### src/rtl/sdp_pkg.sv
// shared types and constants for the spectral dealias projection pipeline
package sdp_pkg;

    // grid limits and register reset
    localparam int         MAX_GRID   = 256;
    localparam logic [8:0] GRID_RESET = 9'd32;
    localparam logic [7:0] CUT_RESET  = 8'd10;

    // reciprocal of three in 12 fraction bits, exact for grid sizes below 512
    localparam logic [10:0] RECIP3     = 11'd1366;
    localparam int          RECIP3_SHR = 12;

    // datapath widths
    localparam int CW  = 32;            // coefficient width
    localparam int KW  = 10;            // signed wavenumber width
    localparam int PW  = KW + CW;       // wavenumber times coefficient
    localparam int DW  = PW + 1;        // dot product
    localparam int NW  = KW + DW;       // wavenumber times dot product
    localparam int QW  = 32;            // quotient magnitude
    localparam int DVW = 16;            // divisor width, |k|^2 of a kept mode
    localparam int MW  = QW + DVW;      // dividend magnitude
    localparam int LANES = 4;

    // coefficients and flags that ride along with a beat
    typedef struct packed {
        logic signed [CW-1:0] ur;
        logic signed [CW-1:0] ui;
        logic signed [CW-1:0] vr;
        logic signed [CW-1:0] vi;
        logic                 removed;
        logic                 mean;
    } t_side;

endpackage

### src/rtl/sdp_decode.sv
// index to wavenumber mapping, grid and two-thirds cutoff test
module sdp_decode import sdp_pkg::*; (
    input  logic                 i_clk,
    input  logic                 i_rst_n,
    input  logic                 i_en,
    input  logic                 i_valid,
    input  logic [7:0]           i_row_index,
    input  logic [7:0]           i_col_index,
    input  logic signed [CW-1:0] i_u_re,
    input  logic signed [CW-1:0] i_u_im,
    input  logic signed [CW-1:0] i_v_re,
    input  logic signed [CW-1:0] i_v_im,
    input  logic [8:0]           i_n,
    input  logic [7:0]           i_cut,
    output logic                 o_valid,
    output logic signed [KW-1:0] o_kx,
    output logic signed [KW-1:0] o_ky,
    output t_side                o_side
);

    logic                 r_valid;
    logic signed [KW-1:0] r_kx, r_ky;
    t_side                r_side;
    logic signed [KW-1:0] n_kx, n_ky;
    logic [KW-1:0]        ax, ay;
    logic                 in_grid, removed;

    // wrap indices above half the grid to negative wavenumbers
    always_comb begin
        n_kx = ({1'b0, i_row_index} <= {1'b0, i_n[8:1]})
             ? $signed({2'b00, i_row_index})
             : $signed({2'b00, i_row_index} - {1'b0, i_n});
        n_ky = ({1'b0, i_col_index} <= {1'b0, i_n[8:1]})
             ? $signed({2'b00, i_col_index})
             : $signed({2'b00, i_col_index} - {1'b0, i_n});
        ax = n_kx[KW-1] ? KW'(-n_kx) : KW'(n_kx);
        ay = n_ky[KW-1] ? KW'(-n_ky) : KW'(n_ky);
        in_grid = ({1'b0, i_row_index} < i_n) && ({1'b0, i_col_index} < i_n);
        removed = !in_grid || (ax > {2'b00, i_cut}) || (ay > {2'b00, i_cut});
    end

    // stage register
    always_ff @(posedge i_clk) begin
        if (!i_rst_n) begin
            r_valid <= 1'b0;
        end else if (i_en) begin
            r_valid <= i_valid;
        end
        if (i_en) begin
            r_kx           <= n_kx;
            r_ky           <= n_ky;
            r_side.ur      <= i_u_re;
            r_side.ui      <= i_u_im;
            r_side.vr      <= i_v_re;
            r_side.vi      <= i_v_im;
            r_side.removed <= removed;
            r_side.mean    <= !removed && (n_kx == '0) && (n_ky == '0);
        end
    end

    assign o_valid = r_valid;
    assign o_kx    = r_kx;
    assign o_ky    = r_ky;
    assign o_side  = r_side;

endmodule

### config.mk
export PLATFORM = sky130hd
export DESIGN_NAME = sdp_decode
export DESIGN_NICKNAME = d
export VERILOG_FILES = /design/src/rtl/sdp_pkg.sv /design/src/rtl/sdp_decode.sv
export SDC_FILE = /design/constraint.sdc
export NUM_CORES = 1
export LEC_CHECK = 0
export ABC_AREA = 1
export ABC_CLOCK_PERIOD_IN_PS = 4300
export BUFFER_PORTS_ARGS = -buffer_cell sky130_fd_sc_hd__buf_4
export CORE_UTILIZATION = 39
export DETAILED_ROUTE_END_ITERATION = 8
export PLACE_DENSITY = 0.68
export SETUP_SLACK_MARGIN = 0.3
export SLEW_MARGIN = 40
export SYNTH_ARGS = -nofsm -noshare
export SYNTH_HDL_FRONTEND = slang
export SYNTH_SLANG_ARGS = --single-unit
### constraint.sdc
create_clock -name i_clk -period 4.3 [get_ports i_clk]
set_clock_uncertainty 0.05 [all_clocks]
set_input_delay 0 -clock i_clk [delete_from_list [all_inputs] [get_ports i_clk]]
set_output_delay 0 -clock i_clk [all_outputs]
set_load 0.05 [all_outputs]
==> qor.yml <==
setup_path:
  critPathSlowestCell: "dlygate4sd3_1"
  critical_path.max_stage_delay_ns: 0.53
  crit_path_start_kind: "input port"
  worst-r2r-setup-slack_ns: 3.06
  criticalPathCategory: "in2reg"
  cp-end-kind: "flop"
  crit_family: "simple AND/OR/NAND/NOR gates"
  crit_arrival_ns: 3.79
  ff2ff_path_depth: 3
  crit_fanout: 11
  reg2reg_from: "o_valid"
  reg2reg_to: "o_valid"
  required_ns: 4.41
  worst-path-buf-inv: 5
sta:
  worstMarginPinSlew_ns: 0.468
  fmax_ghz: 0.272
  fin_setup_tns_ns: 0
  period_share_pct: 85.5
  finalHoldViolations: 0
  setup_viol: 0
  post-route-min-period_ns: 3.68
  relSlewSlack_pct: 68.8
  hold_ws_ns: 0.00832
  rsz0062_at_grt: "false"
  setup_ws_ns: 0.622
  final_max_slew_viol_count: 0
placed_design:
  dp_hpwl_um: 16900
  dp_slack_ns: 0.743
  gp_congestion: 0.896
  dpl.cell_count: 1106
  io_buffers: 315
final_layout:
  nets: 1262
  n_fill_cell: 1297
  post-route-util_pct: 67.1
  final_cells: 1284
  regArea_um2: 4520
  area_growth_pct: 66.5
  drive_gt1_share_pct: 38.3
  multi_input_area_um2: 2170
die:
  ioPinCount: 316
  die-area_um2: 18500
  die-height_um: 136
  core_um2: 17400
  rows: 48
  start_util_pct: 40.3
  fp.dieW_um: 136
clock_network:
  clkSlewWorstSetupHoldPaths_ns: 0.06
  tritoncts: "done"
  root_buffer: "clkbuf_16"
  insertion_delay_ns: 0.42
  ctsResizeCount: 0
  cts_buffers: 17
  htree_levels: 4
  cts.sink_count: 151
  cts_buffer_depth: 2
power:
  p_leak_nw: 5.40
  ir_drop_mv: 0.299
  powerDensity_nw_per_um2: 399
synthesis:
  synthTopCellsByArea: "edfxtp_1, ha_1, nand2_1"
  yosysTopAreaCell: "edfxtp_1"
  synth_ff_type: "edfxtp_1"
  synthArstFlopShare_pct: 0
  synth.most_common_cell: "edfxtp_1"
  netlist.area_leader.share_pct: 64.1
  syn_area_per_cell_um2: 12.4
  yosys_warnings: 0
  ys_top_cells_by_count: "edfxtp_1, nand2_1, inv_1, ha_1, nor2_1"
  synth-seq-cells: 151
  synth_edf_count: 150
  syn_area_um2: 7020
  seq_area_frac_synth_pct: 64.4
  synthCells: 566
  synth_nets: 783
  yosys.cell_types.count: 36
drt:
  dr.pass1.iters: 5
  drt_wl_total_um: 23900
  vias_per_cell: 4.66
  ant_nets: 0
  drt-initial-drc-count: 326
  post_drt_wl_per_cell_um: 18.6
  num_vias: 5987
  post-route-drc-count: 0
min_path:
  min_delay_path_depth: 5
  min_path_type: "in2reg"
  hold_path_end: "o_ky[1]"
  min_from: "i_col_index[1]"
status:
  outcome: "finished clean"
global_routing:
  grt_use_total_pct: 25.9
  grt_antenna_before_repair: 2
  grt_pass1_vias: 6105
  grt_pass1_wl_um: 34800
  grt_max_degree: 90
  grt_overflow_total: 0
flow_run:
  drv_cap: 0
==> tightest hold or removal path, cell delays in order <==
cell	delay (ns)
buf_4	0.12
inv_1	0.04
nand2_1	0.07
o21ai_2	0.09
inv_1	0.06
==> layout make-up <==
type / count / area share, %
diodes: 1 / 0.0214
clock buffers: 17 / 3.64
clock inverters: 15 / 1.20
inverters: 79 / 2.54
multi-input cells: 334 / 18.6
flip-flops and latches: 151 / 38.7
well taps: 225 / 2.41
repair buffers: 462 / 32.9
==> layout by cell type, fill, tap and decap left out, types with 4 or more instances in the layout <==
master / Yosys / layout
a21o_1: 4 / 4
nand2_2: 18 / 18
inv_1: 73 / 73
dlygate4sd3_1: 0 / 144
o21ai_2: 5 / 5
nand4_1: 8 / 8
nor2_1: 28 / 28
nor2_4: 8 / 8
o21ai_0: 9 / 9
clkbuf_16: 0 / 17
a21oi_1: 18 / 18
xor2_1: 15 / 15
edfxtp_1: 150 / 150
ha_1: 50 / 50
nor2_2: 7 / 7
nand3_2: 4 / 4
inv_6: 0 / 6
nand2_1: 112 / 112
inv_2: 5 / 5
nand3_1: 25 / 25
buf_4: 0 / 316
==> per-stage QoR <==
| step | area [um^2] | total power [mW] |
|---|---|---|
| detailed placement | 9660 | 3.13 |
| global placement | 9660 | 3.12 |
| finish | 11700 | 4.67 |
| global route | 11700 | 4.85 |
| floorplan | 7020 | 2.67 |
| CTS | 11700 | 4.67 |
==> registers in the layout, indices dropped and copies added, names as in the netlist <==
| register | count |
|---|---|
| o_side | 130 |
| o_valid | 1 |
| o_kx | 10 |
| o_ky | 10 |
==> worst max-delay path by stage <==
| stage | startpoint | end | slack [ns] | depth (start not counted) |
|---|---|---|---|---|
| after floorplan | i_n[4] | o_side[1] | 1.21 | 27 |
| after global routing | i_n[8] | o_side[1] | 0.32 | 24 |
| after CTS | i_n[8] | o_side[1] | 0.63 | 26 |
| after global placement | i_n[6] | o_side[1] | 0.80 | 24 |
| after detailed placement | i_n[6] | o_side[1] | 0.74 | 25 |
| final | i_n[8] | o_side[1] | 0.62 | 26 |
==> layer usage <==
metal	GRT usage, %	share of wire (%)
met1	30.1	39
met2	43.3	49
met3	6.75	6.7
met4	14.3	4.9
met5	0	0.054
==> timing repair <==
item / in CTS / in global routing
endpoints found under the setup margin: 0 / 0
hold endpoints to repair: 142 / 22
setup buffers: 0 / 0
hold buffers: 143 / 1
==> where the power goes <==
part	switching (mW)	internal (mW)	total, mW
sequential	0.0405	1.77	1.81
clock	0.631	0.808	1.44
combinational	0.913	0.508	1.42
==> cells by family after synthesis <==
family / Yosys count / share of synthesized area (%)
fa+ha+maj: 52 / 9.48
xor+xnor: 16 / 2.00
flops: 151 / 64.4
simple gates: 219 / 15.4
compound gates: 47 / 4.08
buf+inv: 81 / 4.67
No activity file was read; power rests on OpenSTA's default activity.
